==> config.mk <==
export PLATFORM = sky130hd
export DESIGN_NAME = signed_int_to_radix_text_unit
export DESIGN_NICKNAME = d
export VERILOG_FILES = /design/src/sv/sitr_pkg.sv /design/src/sv/sitr_alpha_check.sv /design/src/sv/sitr_divider.sv /design/src/sv/signed_int_to_radix_text_unit.sv
export SDC_FILE = /design/constraint.sdc
export NUM_CORES = 1
export LEC_CHECK = 0
export BUFFER_PORTS_ARGS = -buffer_cell sky130_fd_sc_hd__buf_2
export CAP_MARGIN = 10
export CELL_PAD_IN_SITES_DETAIL_PLACEMENT = 0
export CELL_PAD_IN_SITES_GLOBAL_PLACEMENT = 1
export CORE_MARGIN = 4
export CORE_UTILIZATION = 30
export DETAILED_ROUTE_END_ITERATION = 10
export HOLD_SLACK_MARGIN = 0.08
export PLACE_DENSITY = 0.58
export SLEW_MARGIN = 5
export SYNTH_ARGS = -nofsm -noshare
export SYNTH_HDL_FRONTEND = slang
export SYNTH_SLANG_ARGS = --single-unit
==> constraint.sdc <==
create_clock -name clk -period 14.25 [get_ports clk]
set_input_delay 3.5625 -clock clk [delete_from_list [all_inputs] [get_ports clk]]
set_output_delay 3.5625 -clock clk [all_outputs]
set_load 0.005 [all_outputs]
==> src/sv/sitr_pkg.sv <==
// Package for the signed integer to radix text unit: widths, codes,
// the alphabet byte lookup and the microcode ROM. No dependencies.
package sitr_pkg;

  // Input value width; a multiple of CHUNK_BITS between 8 and 32
  localparam int VALUE_BITS = 32;
  localparam int MAX_RADIX = 16;
  localparam int RADIX_BITS = $clog2(MAX_RADIX + 1);
  localparam int DIGIT_BITS = $clog2(MAX_RADIX);
  localparam int CHAR_BITS = 8;
  localparam int ALPHA_BITS = (MAX_RADIX / 2) * CHAR_BITS;

  // Digit store: at most one digit per value bit
  localparam int DIGIT_ADDR_BITS = $clog2(VALUE_BITS);
  localparam int TOTAL_BITS = DIGIT_ADDR_BITS + 1;

  // Divider retires this many quotient bits per cycle
  localparam int CHUNK_BITS = 8;
  localparam int NUM_CHUNKS = VALUE_BITS / CHUNK_BITS;
  localparam int CHUNK_CNT_BITS = (NUM_CHUNKS > 1) ? $clog2(NUM_CHUNKS) : 1;

  // Configuration port
  localparam int CFG_INDEX_BITS = 2;
  localparam int CFG_DATA_BITS = 64;
  localparam logic [CFG_INDEX_BITS-1:0] REG_DIGIT_COUNT   = 2'd0;
  localparam logic [CFG_INDEX_BITS-1:0] REG_ALPHABET_LOW  = 2'd1;
  localparam logic [CFG_INDEX_BITS-1:0] REG_ALPHABET_HIGH = 2'd2;

  localparam logic [RADIX_BITS-1:0] DIGIT_COUNT_RESET = 5'd10;
  localparam logic [ALPHA_BITS-1:0] ALPHABET_LOW_RESET = 64'd3978425819141910832;
  localparam logic [ALPHA_BITS-1:0] ALPHABET_HIGH_RESET = 64'd14641;

  localparam logic [CHAR_BITS-1:0] MINUS_CHAR = 8'h2D;
  localparam logic [CHAR_BITS-1:0] PLUS_CHAR  = 8'h2B;
  localparam logic [CHAR_BITS-1:0] NUL_CHAR   = 8'h00;

  // Divider control
  typedef struct packed {
    logic load;     // take a new magnitude, clear remainder and chunk count
    logic step;     // retire one chunk of quotient bits
    logic restart;  // begin the next division on the held quotient
  } div_ctl_t;

  // Microcode steps
  typedef enum logic [2:0] {
    ST_WAIT,
    ST_DIV,
    ST_STORE,
    ST_SIGN,
    ST_EMIT
  } step_t;

  // Jump conditions
  typedef enum logic [2:0] {
    C_ALWAYS,
    C_START,
    C_DIV_LAST,
    C_MORE,
    C_SIGN_GO,
    C_EMIT_DONE
  } cond_t;

  // One control word
  typedef struct packed {
    logic  ready;       // input channel open
    logic  load;        // capture value on a valid transaction
    logic  div;         // divider chunk step
    logic  store;       // write digit, restart divider
    logic  emit_sign;   // offer the minus sign
    logic  emit_digit;  // offer the next digit character
    logic  hold;        // fall-through stays on this step
    cond_t cond;
    step_t target;
  } ucw_t;

  // Microcode ROM
  function automatic ucw_t ucode(input step_t s);
    ucw_t w;
    w = '{ready: 1'b0, load: 1'b0, div: 1'b0, store: 1'b0, emit_sign: 1'b0,
          emit_digit: 1'b0, hold: 1'b0, cond: C_ALWAYS, target: ST_WAIT};
    unique case (s)
      ST_WAIT: begin
        w.ready = 1'b1; w.load = 1'b1; w.hold = 1'b1;
        w.cond = C_START; w.target = ST_DIV;
      end
      ST_DIV: begin
        w.div = 1'b1; w.hold = 1'b1;
        w.cond = C_DIV_LAST; w.target = ST_STORE;
      end
      ST_STORE: begin
        w.store = 1'b1;
        w.cond = C_MORE; w.target = ST_DIV;
      end
      ST_SIGN: begin
        w.emit_sign = 1'b1; w.hold = 1'b1;
        w.cond = C_SIGN_GO; w.target = ST_EMIT;
      end
      ST_EMIT: begin
        w.emit_digit = 1'b1; w.hold = 1'b1;
        w.cond = C_EMIT_DONE; w.target = ST_WAIT;
      end
      default: begin
        w.cond = C_ALWAYS; w.target = ST_WAIT;
      end
    endcase
    return w;
  endfunction

  // Alphabet byte for a digit index, character 0 in the lowest byte
  function automatic logic [CHAR_BITS-1:0] alpha_char(
    input logic [DIGIT_BITS-1:0] idx,
    input logic [ALPHA_BITS-1:0] lo,
    input logic [ALPHA_BITS-1:0] hi
  );
    logic [2*ALPHA_BITS-1:0] all;
    all = {hi, lo};
    return all[{idx, 3'b000} +: CHAR_BITS];
  endfunction

endpackage

==> src/sv/sitr_alpha_check.sv <==
// Alphabet validation: active radix and the validity flag.
// Depends on sitr_pkg.
module sitr_alpha_check import sitr_pkg::*; (
  input  logic [RADIX_BITS-1:0] digit_count,
  input  logic [ALPHA_BITS-1:0] alphabet_low,
  input  logic [ALPHA_BITS-1:0] alphabet_high,
  output logic [RADIX_BITS-1:0] radix,
  output logic                  ok
);

  logic [CHAR_BITS-1:0] chars [MAX_RADIX];
  logic [MAX_RADIX-1:0] in_use;
  logic [MAX_RADIX-1:0] bad;

  // Saturate the radix at the cap
  always_comb begin
    if (digit_count > RADIX_BITS'(MAX_RADIX)) radix = RADIX_BITS'(MAX_RADIX);
    else radix = digit_count;
  end

  // Per character: reserved byte, or a duplicate of a later active character
  always_comb begin
    for (int i = 0; i < MAX_RADIX; i++) begin
      chars[i]  = alpha_char(DIGIT_BITS'(i), alphabet_low, alphabet_high);
      in_use[i] = (RADIX_BITS'(i) < radix);
    end
    for (int i = 0; i < MAX_RADIX; i++) begin
      bad[i] = in_use[i] && (chars[i] == NUL_CHAR || chars[i] == PLUS_CHAR ||
                             chars[i] == MINUS_CHAR);
      for (int j = i + 1; j < MAX_RADIX; j++) begin
        if (in_use[i] && in_use[j] && chars[i] == chars[j]) bad[i] = 1'b1;
      end
    end
  end

  assign ok = (radix >= RADIX_BITS'(2)) && (bad == '0);

endmodule

==> src/sv/sitr_divider.sv <==
// Iterative divider by the radix, CHUNK_BITS quotient bits per cycle,
// with the quotient kept in place for the next digit. Depends on sitr_pkg.
module sitr_divider import sitr_pkg::*; (
  input  logic                      clk,
  input  logic                      rst,
  input  div_ctl_t                  ctl,
  input  logic [RADIX_BITS-1:0]     radix,
  input  logic [VALUE_BITS-1:0]     mag,
  output logic [VALUE_BITS-1:0]     quot,
  output logic [DIGIT_BITS-1:0]     rem,
  output logic                      last_chunk
);

  logic [VALUE_BITS-1:0]     q;
  logic [VALUE_BITS-1:0]     q_next;
  logic [DIGIT_BITS-1:0]     r;
  logic [DIGIT_BITS-1:0]     r_next;
  logic [CHUNK_BITS-1:0]     qbits;
  logic [CHUNK_CNT_BITS-1:0] cnt;

  // Restoring long division over the top chunk; the remainder stays below radix
  always_comb begin
    logic [DIGIT_BITS:0] t;
    r_next = r;
    qbits  = '0;
    t      = '0;
    for (int k = 0; k < CHUNK_BITS; k++) begin
      t = {r_next, q[VALUE_BITS-1-k]};
      if (t >= (DIGIT_BITS+1)'(radix)) begin
        t = t - (DIGIT_BITS+1)'(radix);
        qbits[CHUNK_BITS-1-k] = 1'b1;
      end
      r_next = t[DIGIT_BITS-1:0];
    end
    q_next = (q << CHUNK_BITS) | VALUE_BITS'(qbits);
  end

  // Chunk counter
  always_ff @(posedge clk) begin
    if (rst) begin
      cnt <= '0;
    end else if (ctl.load || ctl.restart) begin
      cnt <= '0;
    end else if (ctl.step) begin
      cnt <= cnt + CHUNK_CNT_BITS'(1);
    end
  end

  // Dividend / quotient and partial remainder
  always_ff @(posedge clk) begin
    if (ctl.load) begin
      q <= mag;
      r <= '0;
    end else if (ctl.restart) begin
      r <= '0;
    end else if (ctl.step) begin
      q <= q_next;
      r <= r_next;
    end
  end

  assign quot       = q;
  assign rem        = r;
  assign last_chunk = (cnt == CHUNK_CNT_BITS'(NUM_CHUNKS - 1));

endmodule

==> src/sv/signed_int_to_radix_text_unit.sv <==
// Signed integer to radix text: microcode sequencer, digit store, output register.
// Depends on sitr_pkg, sitr_alpha_check and sitr_divider.
//
// Usage:
//  - Input channel s_axis_*: one transaction carries one signed 32-bit value.
//  - Output channel m_axis_*: one transaction per character, most significant
//    first; a leading minus for negative values; tlast on the final digit.
//  - cfg_we/cfg_index/cfg_wdata write digit_count (0), alphabet_low (1) and
//    alphabet_high (2); write only while the unit is idle.
//  - With an invalid alphabet a value is taken and produces no characters.
// Sequence for each value:
//  - take the value, then per digit four 8-bit divide chunks and one store,
//    then the sign step, then the emit step that offers each character.
//  - A single chunk divider serves every digit in turn.
//  - s_axis_tready is high only while the sequencer waits for a value.
// Reset clears the sequencer, output valid and the radix registers to decimal.
// A stalled receiver holds the current character in the output register and
// the sequencer waits on that step; nothing is dropped.
module signed_int_to_radix_text_unit import sitr_pkg::*; (
  input  logic                      clk,
  input  logic                      rst,
  // Input: value [31:0]
  input  logic                      s_axis_tvalid,
  output logic                      s_axis_tready,
  input  logic [VALUE_BITS-1:0]     s_axis_tdata,
  // Output: out_char [7:0]
  output logic                      m_axis_tvalid,
  input  logic                      m_axis_tready,
  output logic [CHAR_BITS-1:0]      m_axis_tdata,
  output logic                      m_axis_tlast,
  // Configuration
  input  logic                      cfg_we,
  input  logic [CFG_INDEX_BITS-1:0] cfg_index,
  input  logic [CFG_DATA_BITS-1:0]  cfg_wdata
);

  // Configuration registers
  logic [RADIX_BITS-1:0] digit_count;
  logic [ALPHA_BITS-1:0] alphabet_low;
  logic [ALPHA_BITS-1:0] alphabet_high;

  // Sequencer
  step_t upc;
  step_t upc_next;
  ucw_t  ucw;
  logic  cond_true;

  // Datapath
  logic [RADIX_BITS-1:0]      radix;
  logic                       alpha_ok;
  logic                       accept;
  logic                       start;
  logic                       neg;
  logic [TOTAL_BITS-1:0]      total;
  logic [DIGIT_BITS-1:0]      digit_store [VALUE_BITS];
  logic [DIGIT_ADDR_BITS-1:0] rd_addr;
  logic [VALUE_BITS-1:0]      raw;
  logic [VALUE_BITS-1:0]      mag;
  logic [VALUE_BITS-1:0]      quot;
  logic [DIGIT_BITS-1:0]      rem;
  logic                       last_chunk;
  logic                       more;
  div_ctl_t                   div_ctl;

  // Output register
  logic                 out_valid;
  logic [CHAR_BITS-1:0] out_char;
  logic                 out_last;
  logic                 slot_free;
  logic                 do_sign;
  logic                 do_digit;

  // Configuration writes
  always_ff @(posedge clk) begin
    if (rst) begin
      digit_count   <= DIGIT_COUNT_RESET;
      alphabet_low  <= ALPHABET_LOW_RESET;
      alphabet_high <= ALPHABET_HIGH_RESET;
    end else if (cfg_we) begin
      unique case (cfg_index)
        REG_DIGIT_COUNT:   digit_count   <= cfg_wdata[RADIX_BITS-1:0];
        REG_ALPHABET_LOW:  alphabet_low  <= cfg_wdata[ALPHA_BITS-1:0];
        REG_ALPHABET_HIGH: alphabet_high <= cfg_wdata[ALPHA_BITS-1:0];
        default: ;
      endcase
    end
  end

  sitr_alpha_check u_alpha_check (
    .digit_count   (digit_count),
    .alphabet_low  (alphabet_low),
    .alphabet_high (alphabet_high),
    .radix         (radix),
    .ok            (alpha_ok)
  );

  // Control word decode and qualified actions
  always_comb begin
    ucw       = ucode(upc);
    accept    = s_axis_tvalid && ucw.ready;
    start     = ucw.load && accept && alpha_ok;
    slot_free = !out_valid || m_axis_tready;
    do_sign   = ucw.emit_sign && neg && slot_free;
    do_digit  = ucw.emit_digit && slot_free;
    more      = (quot != '0) && (total != TOTAL_BITS'(VALUE_BITS - 1));
    div_ctl   = '{load: start, step: ucw.div, restart: ucw.store};
  end

  // Jump condition select
  always_comb begin
    unique case (ucw.cond)
      C_ALWAYS:    cond_true = 1'b1;
      C_START:     cond_true = start;
      C_DIV_LAST:  cond_true = last_chunk;
      C_MORE:      cond_true = more;
      C_SIGN_GO:   cond_true = !neg || slot_free;
      C_EMIT_DONE: cond_true = slot_free && (total == TOTAL_BITS'(1));
      default:     cond_true = 1'b0;
    endcase
  end

  // Next step
  always_comb begin
    if (cond_true)     upc_next = ucw.target;
    else if (ucw.hold) upc_next = upc;
    else               upc_next = step_t'(upc + 3'd1);
  end

  always_ff @(posedge clk) begin
    if (rst) upc <= ST_WAIT;
    else     upc <= upc_next;
  end

  // Sign and magnitude of the incoming value
  assign raw = s_axis_tdata[VALUE_BITS-1:0];
  assign mag = raw[VALUE_BITS-1] ? (VALUE_BITS'(0) - raw) : raw;

  sitr_divider u_divider (
    .clk        (clk),
    .rst        (rst),
    .ctl        (div_ctl),
    .radix      (radix),
    .mag        (mag),
    .quot       (quot),
    .rem        (rem),
    .last_chunk (last_chunk)
  );

  // Sign flag and digit count
  always_ff @(posedge clk) begin
    if (rst) begin
      neg   <= 1'b0;
      total <= '0;
    end else if (start) begin
      neg   <= raw[VALUE_BITS-1];
      total <= '0;
    end else if (ucw.store) begin
      total <= total + TOTAL_BITS'(1);
    end else if (do_digit) begin
      total <= total - TOTAL_BITS'(1);
    end
  end

  // Digit store, least significant digit first
  always_ff @(posedge clk) begin
    if (ucw.store) digit_store[total[DIGIT_ADDR_BITS-1:0]] <= rem;
  end

  assign rd_addr = DIGIT_ADDR_BITS'(total - TOTAL_BITS'(1));

  // Output register
  always_ff @(posedge clk) begin
    if (rst) begin
      out_valid <= 1'b0;
    end else if (do_sign || do_digit) begin
      out_valid <= 1'b1;
    end else if (m_axis_tready) begin
      out_valid <= 1'b0;
    end
  end

  always_ff @(posedge clk) begin
    if (do_sign) begin
      out_char <= MINUS_CHAR;
      out_last <= 1'b0;
    end else if (do_digit) begin
      out_char <= alpha_char(digit_store[rd_addr], alphabet_low, alphabet_high);
      out_last <= (total == TOTAL_BITS'(1));
    end
  end

  assign s_axis_tready = ucw.ready;
  assign m_axis_tvalid = out_valid;
  assign m_axis_tdata  = out_char;
  assign m_axis_tlast  = out_last;

endmodule

==> metrics <==
CP Class register to register; FF-to-FF Start digit_count[3]$_SDFFE_PP1P_; first-pass GRT wire length 179300 um; Residual DRC 0; Post-DP Area 0.03108 sq mm; crit start category register; CTS max path bufs 3; CP peak stage delay approximately 0.65 ns; setup violators final 0; Finished Cell Area 0.03229 sq mm; CTS buffer count 37; final clock skew 0.01993 ns; most used cell, CP a21o_1; WHS Endpoint alphabet_high[49]$_SDFFE_PP0P_; Cells after Synth 3354; main flop type after synthesis edfxtp_1; Max Cap Violations 0; Crit Path Max Fanout 16; CTS tree done; largest net degree at the start of global routing 85; Post-CTS Setup Repair Bufs 0; Iter 0 DRT Violations 2459; Total Power 9.944 mW; most frequent cells in the layout xnor2_1, nand2_1, xor2_1, nand4_1, edfxtp_1; number of synthesized register bits 319; r2r setup slk 1.26 ns; initial cell density of the core 30.39%; CP Capture Type register; Tightest Hold Check Type register to register; vias in the first global route 24990; post-route antenna net violation count 0; DR vias 25710; total gr overflow 0; antenna cell count 0; layout cells sized above 1 about an eighth; Synth-to-Final Area Change 9.230%; R2R cell count 61; library cells used by synthesis 81; crit path max-delay cell type dfxtp_1; Final Max Tran Viols 0; commonest non-fill, non-tap cell in the layout xnor2_1; WHS 0.4564 ns; Final Hold Violating Endpoints 0; fin crit period 12.99 ns; I/O Buffers 113; Least-Margin Pin Slew 1.122 ns; ys async rst share 0%; register area share after synthesis 27.02%; routed vias/inst 5.575; syn_nets 3517; CORE AREA about 0.1 sq mm; clk root buf clkbuf_16; data arrival time of the critical path 13.43 ns; WL per Instance 26.93 um; I/O pin total 114; Cell Area, Synth 0.02956 sq mm; worst hold start alphabet_high[49]$_SDFFE_PP0P_; Reg-to-Reg End u_divider.rem[1]$_SDFFE_PP0P_; power density over cell area 307.9 mW/mm^2; Detailed Routing Iterations Pass 1 6; status finished, final reports clean; CP required about 15 ns; hold path depth 2; TNS Setup 0 ns; Rows 114; WL final 124200 um; Detailed Place HPWL 80150 um; peak supply drop 1.891 mV; final net count between 3000 and 4000; die area 0.1036 sq mm; GR Util All Layers 23.28%; post-synthesis average cell area between 8 and 9 sq um; worst rel slew slack between 20% and 30%; Die Y 321.9 um; die width 321.9 um; Final period util 91.17%; Clock Latency Late Sink 0.59 ns; FMAX 0.07697 GHz; CTS clock-pin slew for the worst setup and hold paths about 0.060 ns; TritonCTS Sinks 319; Post-synth EDFFs 160; initial antenna violation count 1; Yosys Warn Count 0; RSZ-0062 raised after global routing no; H-tree Lvls 2; Leak 11.16 nW; GPL Wtd Cong 0.9488
-- critical path, delay by kind of cell (launching register included) --
family / cells / cell delay [ns]
fa+ha+maj: 8 / 2.47
compound gates: 25 / 4.87
buf+inv: 5 / 0.27
mux: 8 / 2.34
simple gates: 15 / 2.26
flops: 1 / 0.65
-- layout make-up --
class | instances | area, sq um
clock buffers | 43 | 948.4
clock inverters | 22 | 230.2
inverters | 39 | 146.4
well taps | 1276 | 1597
fillers | 10200 | 64980
flip-flops and latches | 319 | 7999
repair buffers | 268 | 1732
multi-input cells | 2644 | 19640
-- synth_stat cells, types with 51 or more instances --
library cell  instances  area (sq um)
xor2_1              310          2715
clkbuf_1             65         244.0
edfxtp_1            160          4805
nor2_1              103         386.6
nand4_1             169          1057
nor3_1               72         360.4
o21ai_0              51         255.2
buf_2               245          1226
dfxtp_1             159          3183
nor4_1              110         688.2
nand2_1             360          1351
xnor2_1             719          6297
a21oi_1             142         710.7
ha_1                 52         650.6
mux2i_1              60         600.6
nand3_1              97         485.5
-- flip-flops by register name, summed over array words and instances (netlist names), 3 cells and up --
| register | count |
|---|---|
| total | 6 |
| alphabet_low | 64 |
| digit_store | 128 |
| digit_count | 5 |
| u_divider.rem | 4 |
| alphabet_high | 64 |
| m_axis_tdata | 8 |
| u_divider.quot | 32 |
| upc | 3 |
-- how the worst max path moves through the flow --
| stage | from | endpoint | slack [ns] | cells after the start |
|---|---|---|---|---|
| 6_report | digit_count[3]$_SDFFE_PP1P_ | u_divider.rem[1]$_SDFFE_PP0P_ | 1.26 | 61 |
| 3_3_place_gp | digit_count[1]$_SDFFE_PP1P_ | u_divider.rem[1]$_SDFFE_PP0P_ | 0.50 | 65 |
| 3_5_place_dp | digit_count[1]$_SDFFE_PP1P_ | u_divider.rem[1]$_SDFFE_PP0P_ | 0.44 | 65 |
| 5_1_grt | digit_count[1]$_SDFFE_PP1P_ | u_divider.rem[1]$_SDFFE_PP0P_ | 0.004 | 65 |
| 2_1_floorplan | digit_count[4]$_SDFFE_PP0P_ | u_divider.rem[1]$_SDFFE_PP0P_ | 1.64 | 69 |
| 4_1_cts | digit_count[1]$_SDFFE_PP1P_ | u_divider.rem[1]$_SDFFE_PP0P_ | 0.33 | 65 |
-- repair_timing --
item	in CTS	in global routing
endpoints found under the setup margin	0	5
hold buffers	0	0
gates resized for setup	0	11
-- layer usage --
layer  up-vias  track usage [%]  part of all wire [%]
li1      11510                -                     -
met5         -                0                 0.010
met2      1209            37.55                    45
met1     12630            30.68                    42
met4         2            10.61                   5.2
met3       358            3.669                   7.6
-- cells by family after synthesis --
family                   count (synthesis)  synth area share, %
AO/OA/AOI/OAI                          339                7.135
XOR/XNOR                              1029                30.48
adder cells (fa/ha/maj)                 60                2.742
buffers and inverters                  391                6.708
flip-flops                             319                27.02
multiplexers                           155                7.491
AND/OR/NAND/NOR                       1061                18.42
-- per-stage QoR --
step	cells	utilization, %	setup slack (ns)
5_1_grt	4611	33.20	0.004465
6_report	4611	33.20	1.258
2_1_floorplan	3354	-	1.638
4_1_cts	4611	33.16	0.3279
3_3_place_gp	4546	31.95	0.4961
3_5_place_dp	4546	31.95	0.4356
-- power breakdown --
group | leakage (nW) | switching [mW] | internal (mW)
clock | 0.577 | 0.423 | 0.524
sequential | 2.76 | 0.0773 | 1.25
combinational | 7.83 | 4.06 | 3.61
Note: power is estimated with default switching activity, not from simulation.
